File: src/sv/bce_pkg.sv
// Shared types and constants for the breakpoint curve evaluator.
`default_nettype none
package bce_pkg;
    localparam int MAX_POINTS_DEF = 16;
    localparam int COUNT_W        = 5;
    localparam int IDX_W          = 4;
    localparam int DATA_W         = 16;
    localparam int T_W            = 16;

    typedef enum logic [3:0] {
        ST_IDLE,
        ST_SEARCH,
        ST_CHECK,
        ST_FETCH,
        ST_COEF,
        ST_DIV,
        ST_HORNER,
        ST_FINISH,
        ST_OUT
    } t_state;

    // divider handshake
    typedef struct packed {
        logic start;
        logic busy;
        logic done;
    } t_div_ctl;
endpackage
`default_nettype wire

File: src/sv/bce_ram.sv
// Generic single-write, single-read RAM with registered read data.
`default_nettype none
module bce_ram #(
    parameter int WIDTH = 16,
    parameter int DEPTH = 16
) (
    input  wire logic                     i_clk,
    input  wire logic                     i_we,
    input  wire logic [$clog2(DEPTH)-1:0] i_waddr,
    input  wire logic [WIDTH-1:0]         i_wdata,
    input  wire logic [$clog2(DEPTH)-1:0] i_raddr,
    output logic      [WIDTH-1:0]         o_rdata
);
    logic [WIDTH-1:0] r_mem [DEPTH];

    always_ff @(posedge i_clk) begin
        if (i_we) begin
            r_mem[i_waddr] <= i_wdata;
        end
        o_rdata <= r_mem[i_raddr];
    end
endmodule
`default_nettype wire

File: src/sv/bce_div.sv
// Restoring divider: quotient of num*65536/den, one bit per cycle, clamped to 16 bits.
`default_nettype none
module bce_div (
    input  wire logic                     i_clk,
    input  wire logic                     i_rst_n,
    input  wire logic                     i_start,
    input  wire logic [bce_pkg::DATA_W:0] i_num,
    input  wire logic [bce_pkg::DATA_W:0] i_den,
    output bce_pkg::t_div_ctl             o_ctl,
    output logic [bce_pkg::T_W-1:0]       o_quot
);
    localparam int QW = bce_pkg::T_W + 1;
    logic [bce_pkg::DATA_W+1:0] r_rem;
    logic [QW-1:0]              r_quot;
    logic [4:0]                 r_cnt;
    logic                       r_busy, r_done;
    logic [bce_pkg::DATA_W+1:0] w_sh, w_sub;

    // numerator < denominator*2, so 17 quotient bits cover it
    assign w_sh  = {r_rem[bce_pkg::DATA_W:0], 1'b0};
    assign w_sub = w_sh - {1'b0, i_den};

    always_ff @(posedge i_clk) begin
        if (!i_rst_n) begin
            r_busy <= 1'b0;
            r_done <= 1'b0;
            r_cnt  <= '0;
        end else begin
            r_done <= 1'b0;
            if (i_start) begin
                r_busy <= 1'b1;
                r_cnt  <= 5'(QW);
                r_rem  <= {1'b0, i_num};
                r_quot <= '0;
            end else if (r_busy) begin
                // rem starts as num; subtract den first at 2^16 scale
                if (r_cnt == 5'(QW)) begin
                    if ({1'b0, r_rem[bce_pkg::DATA_W:0]} >= {1'b0, i_den}) begin
                        r_rem  <= r_rem - {1'b0, i_den};
                        r_quot <= QW'(1);
                    end
                end else if (!w_sub[bce_pkg::DATA_W+1]) begin
                    r_rem  <= w_sub;
                    r_quot <= {r_quot[QW-2:0], 1'b1};
                end else begin
                    r_rem  <= w_sh;
                    r_quot <= {r_quot[QW-2:0], 1'b0};
                end
                r_cnt <= r_cnt - 5'd1;
                if (r_cnt == 5'd1) begin
                    r_busy <= 1'b0;
                    r_done <= 1'b1;
                end
            end
        end
    end

    assign o_ctl.start = i_start;
    assign o_ctl.busy  = r_busy;
    assign o_ctl.done  = r_done;
    assign o_quot = r_quot[QW-1] ? {bce_pkg::T_W{1'b1}} : r_quot[bce_pkg::T_W-1:0];
endmodule
`default_nettype wire

File: src/sv/bce_core.sv
// Sequencer for segment search and Horner evaluation, with one multiply-accumulate reused for each Horner step.
`default_nettype none
module bce_core #(
    parameter int MAX_POINTS = bce_pkg::MAX_POINTS_DEF
) (
    input  wire logic                           i_clk,
    input  wire logic                           i_rst_n,
    input  wire logic [bce_pkg::COUNT_W-1:0]    i_point_count,
    input  wire logic                           i_start,
    input  wire logic [bce_pkg::DATA_W-1:0]     i_position,
    output logic [$clog2(MAX_POINTS)-1:0]       o_raddr,
    input  wire logic [bce_pkg::DATA_W-1:0]     i_x_rdata,
    input  wire logic [bce_pkg::DATA_W-1:0]     i_y_rdata,
    output logic                                o_busy,
    output logic                                o_done,
    output logic signed [bce_pkg::DATA_W-1:0]   o_level
);
    localparam int AW = $clog2(MAX_POINTS);
    localparam int NW = $clog2(MAX_POINTS + 1);
    localparam int HW = 22;

    bce_pkg::t_state r_state, n_state;
    logic [NW-1:0] r_n;
    logic [NW-1:0] r_i;           // running index
    logic [1:0]    r_sub;         // read phase
    logic [AW-1:0] r_idx;
    logic          r_found;
    logic [bce_pkg::DATA_W-1:0] r_pos, r_x0, r_xa, r_xb, r_xprev;
    logic signed [bce_pkg::DATA_W-1:0] r_y [4];
    logic signed [bce_pkg::DATA_W-1:0] r_ylast, r_yfirst;
    logic signed [HW-1:0] r_c [4];
    logic signed [HW-1:0] r_h;
    logic [1:0]    r_hstep;
    logic [bce_pkg::T_W-1:0] r_t;
    logic signed [bce_pkg::DATA_W-1:0] r_level;
    logic          r_div_start;
    bce_pkg::t_div_ctl w_div;
    logic [bce_pkg::T_W-1:0] w_quot;
    logic [bce_pkg::DATA_W:0] w_num, w_den;
    logic          w_t_zero;
    logic signed [HW+bce_pkg::T_W:0] w_prod;
    logic signed [HW-1:0] w_rnd;
    logic [NW-1:0] w_ai;

    assign w_num = {1'b0, r_pos} - {1'b0, r_xa};
    assign w_den = {1'b0, r_xb} - {1'b0, r_xa};
    // no positive ratio (flat segment or unsorted table): t stays zero
    assign w_t_zero = w_num[bce_pkg::DATA_W] || (w_num == '0) ||
                      w_den[bce_pkg::DATA_W] || (w_den == '0);

    bce_div u_div (
        .i_clk   (i_clk),
        .i_rst_n (i_rst_n),
        .i_start (r_div_start),
        .i_num   (w_num),
        .i_den   (w_den),
        .o_ctl   (w_div),
        .o_quot  (w_quot)
    );

    // the one multiplier: h * t, rounded to Q16
    assign w_prod = r_h * $signed({1'b0, r_t});
    assign w_rnd  = HW'((w_prod + (HW+bce_pkg::T_W+1)'(32768)) >>> 16);

    // read address for fetch phase: idx-1, idx, idx+1, idx+2 clamped
    always_comb begin
        w_ai = NW'(r_idx);
        unique case (r_sub)
            2'd0: w_ai = (r_idx == '0) ? NW'(r_idx) : NW'(r_idx) - NW'(1);
            2'd1: w_ai = NW'(r_idx);
            2'd2: w_ai = NW'(r_idx) + NW'(1);
            default: w_ai = (NW'(r_idx) + NW'(2) < r_n) ? NW'(r_idx) + NW'(2)
                                                        : NW'(r_idx) + NW'(1);
        endcase
    end

    always_comb begin
        o_raddr = AW'(r_i);
        if (r_state == bce_pkg::ST_FETCH) begin
            o_raddr = AW'(w_ai);
        end
    end

    always_ff @(posedge i_clk) begin
        if (!i_rst_n) begin
            r_state <= bce_pkg::ST_IDLE;
        end else begin
            r_state <= n_state;
        end
    end

    // sequencer: search reads one entry a cycle (its data arrives in the next cycle)
    always_comb begin
        n_state = r_state;
        unique case (r_state)
            bce_pkg::ST_IDLE:   if (i_start) n_state = bce_pkg::ST_SEARCH;
            bce_pkg::ST_SEARCH: if (r_i == r_n) n_state = bce_pkg::ST_CHECK;
            bce_pkg::ST_CHECK:  n_state = (r_n < NW'(2) || r_pos < r_x0 || r_pos > r_xprev)
                                          ? bce_pkg::ST_FINISH : bce_pkg::ST_FETCH;
            bce_pkg::ST_FETCH:  if (r_sub == 2'd3 && r_found) n_state = bce_pkg::ST_COEF;
            bce_pkg::ST_COEF:   n_state = bce_pkg::ST_DIV;
            bce_pkg::ST_DIV:    if (w_div.done) n_state = bce_pkg::ST_HORNER;
            bce_pkg::ST_HORNER: if (r_hstep == 2'd2) n_state = bce_pkg::ST_FINISH;
            bce_pkg::ST_FINISH: n_state = bce_pkg::ST_OUT;
            bce_pkg::ST_OUT:    n_state = bce_pkg::ST_IDLE;
            default:            n_state = bce_pkg::ST_IDLE;
        endcase
    end

    always_ff @(posedge i_clk) begin
        if (!i_rst_n) begin
            r_div_start <= 1'b0;
        end else begin
            r_div_start <= 1'b0;
            unique case (r_state)
                bce_pkg::ST_IDLE: begin
                    r_pos   <= i_position;
                    r_n     <= (32'(i_point_count) > 32'(MAX_POINTS))
                               ? NW'(MAX_POINTS) : NW'(i_point_count);
                    r_i     <= '0;
                    r_idx   <= '0;
                    r_found <= 1'b0;
                    r_sub   <= '0;
                    r_hstep <= '0;
                end
                bce_pkg::ST_SEARCH: begin
                    // data from address r_i-1 arrives now
                    if (r_i != '0) begin
                        if (r_i == NW'(1)) begin
                            r_x0     <= i_x_rdata;
                            r_yfirst <= $signed(i_y_rdata);
                        end else if (!r_found && r_pos >= r_xprev && r_pos <= i_x_rdata) begin
                            r_found <= 1'b1;
                            r_idx   <= AW'(r_i - NW'(2));
                        end
                        r_xprev <= i_x_rdata;
                        r_ylast <= $signed(i_y_rdata);
                    end
                    if (r_i != r_n) r_i <= r_i + NW'(1);
                end
                bce_pkg::ST_CHECK: begin
                    r_found <= 1'b0;
                    r_sub   <= '0;
                end
                bce_pkg::ST_FETCH: begin
                    // r_found reused as "data pending" flag for staggered reads
                    if (r_found) r_y[r_sub] <= $signed(i_y_rdata);
                    if (r_sub == 2'd1 && r_found) r_xa <= i_x_rdata;
                    if (r_sub == 2'd2 && r_found) r_xb <= i_x_rdata;
                    if (!r_found) begin
                        r_found <= 1'b1;
                    end else begin
                        r_found <= 1'b0;
                        r_sub   <= r_sub + 2'd1;
                    end
                end
                bce_pkg::ST_COEF: begin
                    r_c[0] <= HW'(r_y[1]) <<< 1;
                    r_c[1] <= HW'(r_y[2]) - HW'(r_y[0]);
                    r_c[2] <= (HW'(r_y[0]) <<< 1) - HW'(r_y[1]) * HW'(5)
                              + (HW'(r_y[2]) <<< 2) - HW'(r_y[3]);
                    r_c[3] <= -HW'(r_y[0]) + HW'(r_y[1]) * HW'(3)
                              - HW'(r_y[2]) * HW'(3) + HW'(r_y[3]);
                    r_div_start <= 1'b1;
                    r_t <= '0;
                end
                bce_pkg::ST_DIV: begin
                    r_h <= r_c[3];
                    if (w_div.done) r_t <= w_t_zero ? '0 : w_quot;
                end
                bce_pkg::ST_HORNER: begin
                    r_h     <= w_rnd + r_c[2'd2 - r_hstep];
                    r_hstep <= r_hstep + 2'd1;
                end
                default: ;
            endcase
        end
    end

    // final rounding/saturation, a clamped end value, or zero for an empty table
    logic signed [HW-1:0] w_r;
    assign w_r = (r_h + HW'(1)) >>> 1;
    always_ff @(posedge i_clk) begin
        if (r_state == bce_pkg::ST_FINISH) begin
            if (r_n == '0) r_level <= '0;
            else if (r_n == NW'(1) || r_pos < r_x0) r_level <= r_yfirst;
            else if (r_pos > r_xprev) r_level <= r_ylast;
            else if (w_r > HW'(32767)) r_level <= 16'sh7FFF;
            else if (w_r < -HW'(32768)) r_level <= -16'sh8000;
            else r_level <= w_r[bce_pkg::DATA_W-1:0];
        end
    end

    assign o_busy  = (r_state != bce_pkg::ST_IDLE);
    assign o_done  = (r_state == bce_pkg::ST_OUT);
    assign o_level = r_level;
endmodule
`default_nettype wire

File: src/sv/breakpoint_curve_cubic_evaluator_top.sv
// Top level of the breakpoint curve evaluator: stream ports, tables, core.
// An evaluate word runs a sequencer around one divider and one 22x17 multiplier: a search pass
// reads the tables once, the four neighbours are fetched, the divider runs, then Horner steps
// follow, with no new word taken meanwhile; the result then waits in an output register.
// Tables are undefined until written; read only entries that were loaded.
`default_nettype none
module breakpoint_curve_cubic_evaluator_top #(
    parameter int MAX_POINTS = bce_pkg::MAX_POINTS_DEF
) (
    input  wire logic        i_clk,
    input  wire logic        i_rst_n,
    input  wire logic        i_cfg_we,
    input  wire logic [4:0]  i_cfg_wdata,          // point_count
    input  wire logic        s_axis_tvalid,
    output logic             s_axis_tready,
    input  wire logic [55:0] s_axis_tdata,         // point_index[3:0] point_x[19:4] point_y[35:20] position[51:36]
    input  wire logic        s_axis_tuser,         // op
    output logic             m_axis_tvalid,
    input  wire logic        m_axis_tready,
    output logic [15:0]      m_axis_tdata          // level
);
    localparam int AW = $clog2(MAX_POINTS);
    logic [bce_pkg::COUNT_W-1:0] r_point_count;
    logic r_out_valid;
    logic w_busy, w_done, w_acc, w_we;
    logic [AW-1:0] w_raddr;
    logic [bce_pkg::DATA_W-1:0] w_x, w_y;
    logic signed [bce_pkg::DATA_W-1:0] w_level;

    always_ff @(posedge i_clk) begin
        if (!i_rst_n) begin
            r_point_count <= '0;
            r_out_valid   <= 1'b0;
        end else begin
            if (i_cfg_we) r_point_count <= i_cfg_wdata;
            if (w_done) r_out_valid <= 1'b1;
            else if (m_axis_tready) r_out_valid <= 1'b0;
        end
    end

    assign s_axis_tready = !w_busy && !r_out_valid;
    assign w_acc = s_axis_tvalid && s_axis_tready;
    assign w_we  = w_acc && !s_axis_tuser &&
                   ({28'd0, s_axis_tdata[3:0]} < 32'(MAX_POINTS));

    bce_ram #(.WIDTH(bce_pkg::DATA_W), .DEPTH(MAX_POINTS)) u_xram (
        .i_clk(i_clk), .i_we(w_we), .i_waddr(AW'(s_axis_tdata[3:0])),
        .i_wdata(s_axis_tdata[19:4]), .i_raddr(w_raddr), .o_rdata(w_x));
    bce_ram #(.WIDTH(bce_pkg::DATA_W), .DEPTH(MAX_POINTS)) u_yram (
        .i_clk(i_clk), .i_we(w_we), .i_waddr(AW'(s_axis_tdata[3:0])),
        .i_wdata(s_axis_tdata[35:20]), .i_raddr(w_raddr), .o_rdata(w_y));

    bce_core #(.MAX_POINTS(MAX_POINTS)) u_core (
        .i_clk(i_clk), .i_rst_n(i_rst_n), .i_point_count(r_point_count),
        .i_start(w_acc && s_axis_tuser), .i_position(s_axis_tdata[51:36]),
        .o_raddr(w_raddr), .i_x_rdata(w_x), .i_y_rdata(w_y),
        .o_busy(w_busy), .o_done(w_done), .o_level(w_level));

    assign m_axis_tvalid = r_out_valid;
    assign m_axis_tdata  = w_level;
endmodule
`default_nettype wire

File: config.mk
export PLATFORM = sky130hd
export DESIGN_NAME = breakpoint_curve_cubic_evaluator_top
export DESIGN_NICKNAME = d
export VERILOG_FILES = /design/src/sv/bce_pkg.sv /design/src/sv/bce_ram.sv /design/src/sv/bce_div.sv /design/src/sv/bce_core.sv /design/src/sv/breakpoint_curve_cubic_evaluator_top.sv
export SDC_FILE = /design/constraint.sdc
export NUM_CORES = 2
export LEC_CHECK = 0
export BUFFER_PORTS_ARGS = -buffer_cell sky130_fd_sc_hd__clkbuf_2
export CAP_MARGIN = 40
export CORE_UTILIZATION = 61
export DETAILED_ROUTE_END_ITERATION = 6
export PLACE_DENSITY = 0.85
export SYNTH_ARGS = -nofsm -noshare
export SYNTH_HDL_FRONTEND = slang
export SYNTH_SLANG_ARGS = --single-unit
File: constraint.sdc
create_clock -name i_clk -period 23.1 [get_ports i_clk]
set_clock_uncertainty 0.05 [all_clocks]
set_input_delay 2.31 -clock i_clk [delete_from_list [all_inputs] [get_ports i_clk]]
set_output_delay 2.31 -clock i_clk [all_outputs]
set_load 0.1 [all_outputs]
== Yosys cells after proc, flatten, opt, wreduce, memory -nomap -nowiden ==
Memory sizes are Yosys's and may differ from the RTL's. A register that Yosys moved wholly into a read port is not among the register bits.
Cells that the tools add are included.
Storage, ports and cells
  logic and storage cells: 212
  register bits: 238
  bits in writable memories: 664
  memories: 4
  output and inout bits: 18
  bits of input ports: 67
Memory list
  u_xram.r_mem: depth 16, width 16, read ports 1, clocked after Yosys merged registers in 1, write ports 1, RTL line bce_ram.sv:14  | logic [WIDTH-1:0] r_mem [DEPTH];
  u_yram.r_mem: depth 16, width 16, read ports 1, clocked after Yosys merged registers in 1, write ports 1, RTL line bce_ram.sv:14
  u_core.r_c: depth 4, width 22, read ports 2, clocked after Yosys merged registers in 0, write ports 4, RTL line bce_core.sv:31  | logic signed [HW-1:0] r_c [4];
  u_core.r_y: depth 4, width 16, read ports 4, clocked after Yosys merged registers in 0, write ports 1, RTL line bce_core.sv:29  | logic signed [bce_pkg::DATA_W-1:0] r_y [4];
Cells by class
  order comparisons: 10
  bitwise logic cells: 2
  mux-type cells: 60
  multipliers: 4
  equality and inequality tests: 29
  reduce and logical (&&, ||, !) cells: 52
  $add $sub $neg: 24
Operators by type and width (count)
  $mux W16: 7
  $mux W18: 4
  $mux W17: 4
  $sub A16 B16 Y17: 3
  $add A22 B22 Y22: 2
  $mux W4: 11
  $pmux W22 S2: 1
  $add A38 B17 Y38 const B: 1
  $mul A16 B3 Y19 const B: 2
  $mul A22 B17 Y38: 1
  $sub A18 B17 Y18: 2
  $logic_not A17 Y1: 2
  $pmux W16 S2: 1
  $pmux W4 S8: 1
  $add A22 B16 Y22: 1
  $add A22 B18 Y22: 1
  $add A22 B2 Y22 const B: 1
  $neg A16 Y22: 1
  $sub A22 B16 Y22: 1
  $sub A22 B22 Y22: 1
  $gt A21 B16 Y1 const B: 1
  $lt A21 B16 Y1 const B: 1
  $reduce_and A3 Y1: 7
  $sub A17 B20 Y21: 1
  55 further kinds: 123

== Longest topological paths before layout ==
  word-level depth: 8
  depth in mapped cells: 36
  mapped depth without buffers: 35

== Cells and area by module ==
A second synthesis with hierarchy kept.
Unflattened totals
  cells, all modules: 4757
  area total of the unflattened synthesis: 59718.5 um^2
By module, submodules not included
  bce_core: cells an instance 3426, area an instance 35565.4 um^2, sequential area each 9889.5 um^2, times used 1
  bce_ram at u_xram: cells an instance 432, area an instance 10043.4 um^2, sequential area each 8007.7 um^2, times used 1
  bce_ram at u_yram: cells an instance 432, area an instance 10042.1 um^2, sequential area each 8007.7 um^2, times used 1
  bce_div: cells an instance 445, area an instance 3822.4 um^2, sequential area each 1161.1 um^2, times used 1
  breakpoint_curve_cubic_evaluator_top: cells an instance 22, area an instance 245.2 um^2, sequential area each 120.1 um^2, times used 1

== Worst setup path before layout ==
OpenSTA, ideal clock, no wires.
  path type: input to register
  start: in i_rst_n
  end: reg u_core.r_div_start
  library setup time: 896 ps
  required time: 22154 ps
  path buffers: 0
  cell stages on the path: 2
  arrival time: 9733 ps
  slack: 12421 ps
  cell sequence: nand2_1 nor4_1
On the way
  word-level cells in the longest chain between the ends: 1
Ends and longest elaborated chain
  start: declaration: RTL line breakpoint_curve_cubic_evaluator_top.sv:11  | input wire logic i_rst_n,
  $mux W1
  end signal: assignment: RTL line bce_core.sv:112  | r_div_start <= 1'b0;
  end signal: assignment: RTL line bce_core.sv:114  | r_div_start <= 1'b0;
  end signal: assignment: RTL line bce_core.sv:164  | r_div_start <= 1'b1;
  end: declaration: RTL line bce_core.sv:36  | logic r_div_start;
Every way passes these cells.
A chain may end at the register's enable or synchronous reset.

== Final worst setup path ==
  start: reg u_core.r_t[9] (netlist bit)
  end: reg u_core.r_h[21] (data pin)
On the way
  word-level cells in the longest chain between the ends: 4
Ends and longest elaborated chain
  start: declaration: RTL line bce_core.sv:34  | logic [bce_pkg::T_W-1:0] r_t;
  start signal: assignment: RTL line bce_core.sv:169  | if (w_div.done) r_t <= w_t_zero ? '0 : w_quot;
  $mul A22 B17 Y38: RTL line bce_core.sv:62  | assign w_prod = r_h * $signed({1'b0, r_t});
  $add A38 B17 Y38: RTL line bce_core.sv:63  | assign w_rnd = HW'((w_prod + (HW+bce_pkg::T_W+1)'(32768)) >>> 16);
  $add A22 B22 Y22: RTL line bce_core.sv:172  | r_h <= w_rnd + r_c[2'd2 - r_hstep];
  $pmux W22 S2: RTL line bce_core.sv:115  | unique case (r_state)
  end signal: assignment: RTL line bce_core.sv:168  | r_h <= r_c[3];
  end signal: assignment: RTL line bce_core.sv:172
  end: declaration: RTL line bce_core.sv:32  | logic signed [HW-1:0] r_h;
Every way passes these cells.

==> impl_metrics.toml <==
[routing]
dr.pass1.iters = 6
drtAntennaViolNets = 0
via_per_inst = 5.88
vias = 37501
wl_um = 129000
drt_iter0_markers = 3091
route.detailed.drc = 0
routedWlPerCell_um = 20.3

[global_route]
grt_usage = 0.263
grt_max_degree = 129
antenna_found_initial = 11
grt.overflow.total = 0
grt_pass1_wl_um = 207000
grt_pass1_vias = 39344

[setup_path]
critPathSlowestCell = "edfxtp_1"
startpoint_type = "flop"
cp_common_cell = "fa_1"
worstPathRequired_ns = 23.52
cp_top_family = "adder cells"
worstPathArrival_ns = 10.08
cp-end-kind = "flop"
crit_type = "flop to flop"
path_max_fanout = 22
slowest_delay_ns = 1.00
cp_num_buf_inv = 3

[placement]
io_buffers = 80
gp_congestion = 0.914
placed_cell_area_mm2 = 0.0627
hpwl_um = 91600
dpl.cell_count = 6211

[cts]
cts_sinks = 922
cts_tree = "done"
postCtsSetupBuffers = 0
clk_path_buf_depth = 3
cts_max_level = 3
clk_pin_slew_ns = 0.06
post_cts_resized = 0
insertion_delay_ns = 0.67
cts-root-buf = "clkbuf_16"
cts_buffers = 89
postCtsHoldBufs = 0

[die]
die_area_mm2 = 0.101
row_count = 115
die-width_um = 317
start_util = 0.616
core_mm2 = 0.0984
num_io_pins = 85
dieHeight_um = 317

[logic_synthesis]
ys_ff_latch = 922
yosysUniqueCellTypes = 83
synth_edf_count = 872
syn_inst = 4958
synth_warnings = 0
seq_area_frac_synth = 0.448
netlist_top_cells_area = "edfxtp_1, fa_1, ha_1, mux2i_1, inv_1"
async_flop_share = 0
syn-num-nets = 5888
synth_area_leader_cell = "edfxtp_1"
synth_top_cell_area_share = 0.432
synthFlopType = "edfxtp_1"
syn-cell-area_mm2 = 0.0607
avgSynthCellArea_um2 = 12.2

[finish]
final_design_area_no_fill_mm2 = 0.0657
layout_common_cells = "edfxtp_1, inv_1, mux2i_1"
area_delta_synth_final_pct = 8.25
nNetsFinal = 5945
drive_gt1_frac = 0.0670
layout_commonest_cell = "edfxtp_1"
fillCellCount = 6664
final_cell_count_no_fill = 6380

[power]
vdd_drop_max_uv = 104
p_per_area_mw_per_mm2 = 87.2
power.leakage_nw = 27.4

[outcome]
status = "finished clean"

[sta]
finalSetupViolCount = 0
finalCritPeriodShare = 0.418
relSlewSlack = 0.332
rsz0062_at_grt = "no"
max_freq_mhz = 103
fin_crit_ns = 9.67
fin_hold_ws_ns = 0.470
hold_viol = 0
tns_ns = 0
worst_slew_pin_slew_ns = 1.00
finalMaxSlewViolations = 0

[worst_hold_path]
hold_path.class = "flop to flop"

[run]
maxCapViolations = 0
[worst paths after layout]
kind | startpoint | to | slack, ns | cells after the start
setup / recovery | u_core.r_t[9] | u_core.r_h[21] | 13.43 | 30
hold / removal | u_core.u_div.r_cnt[1] | u_core.u_div.r_cnt[1] | 0.47 | 2
setup reg to reg | u_core.r_t[9] | u_core.r_h[21] | 13.43 | 30
hold reg to reg | u_core.u_div.r_cnt[1] | u_core.u_div.r_cnt[1] | 0.47 | 2
[state kept, by name, indices dropped and copies added, names as in the netlist, 17 cells and up]
signal and count:
u_core.r_c 77, u_core.r_h 22, u_core.r_y 64, u_core.u_div.r_quot 17
u_core.u_div.r_rem 17, u_xram.r_mem 256, u_yram.r_mem 256
[layout make-up]
class	instances	area [um2]	area share
antenna	3	7.51	0.000114
inverter	678	2540	0.0387
multi-input combinational	3190	30400	0.463
clock inverter	54	649	0.00989
timing repair buffer	134	938	0.0143
tap	1287	1610	0.0245
sequential	922	27200	0.414
clock buffer	112	2360	0.0360
[power breakdown]
group | leakage (nW) | total [W] | switching, W | internal, W
sequential | 8.32 | 0.00212 | 0.000136 | 0.00199
combinational | 17.7 | 0.00212 | 0.00121 | 0.000914
clock | 1.44 | 0.00148 | 0.000643 | 0.000839
total | 27.4 | 0.00573 | 0.00199 | 0.00374
[worst reg2reg max path: cells and delay by family, from the launching register on]
family | cells | cell delay (ns)
xor gates and xnor gates | 1 | 0.36
DFF | 1 | 1.00
adders and majority gates | 8 | 3.88
AOI/OAI and AO/OA | 14 | 3.29
and+or+nand+nor | 4 | 0.72
buffers and inverters | 3 | 0.16
[layer usage]
metal / wire [um] / share of wire / up-vias / track usage
li1: - / - / 17222 / -
met1: 52200 / 0.40 / 18628 / 0.342
met2: 63600 / 0.49 / 1361 / 0.450
met3: 9710 / 0.075 / 280 / 0.0462
met4: 3660 / 0.028 / 10 / 0.0861
met5: 67 / 0.00052 / - / 0
[synthesized netlist by cell type (14+ instances only)]
master and number:
clkbuf_1 102, o21a_1 46, nor2_1 218, a31oi_1 17
and3_1 26, nand2b_1 38, o21ai_1 15, a21o_1 65
buf_2 46, nand2_1 270, fa_1 425, mux2i_1 493
ha_1 438, a211oi_1 15, o21ai_0 133, nor2b_1 33
o211ai_1 14, xor2_1 82, and2_1 249, nand4_1 19
xnor2_1 143, edfxtp_1 872, nor3_1 55, mux4_2 21
dfxtp_1 50, o21bai_1 15, a21oi_1 163, inv_1 677
nand3_1 43
[logic make-up (layout without fill, tap and decap cells)]
kind of cell / Yosys count / after routing / synth area share
multiplexers: 517 / 517 / 0.0897
AO/OA/AOI/OAI: 588 / 588 / 0.0630
XOR/XNOR: 226 / 226 / 0.0329
flip-flops: 922 / 922 / 0.448
other: 0 / 3 / 0
buffers and inverters: 846 / 978 / 0.0545
adder cells (fa/ha/maj): 863 / 863 / 0.231
AND/OR/NAND/NOR: 996 / 996 / 0.0814
[stage by stage]
step / utilization / worst slack (ns) / power, W
floorplan: - / 12.42 / 0.00369
global placement: 0.635 / 13.86 / 0.00411
detailed placement: 0.637 / 13.67 / 0.00423
CTS: 0.667 / 13.55 / 0.00573
global route: 0.667 / 12.97 / 0.00602
finish: 0.667 / 13.43 / 0.00573
Note: power is estimated with default switching activity, not from simulation.
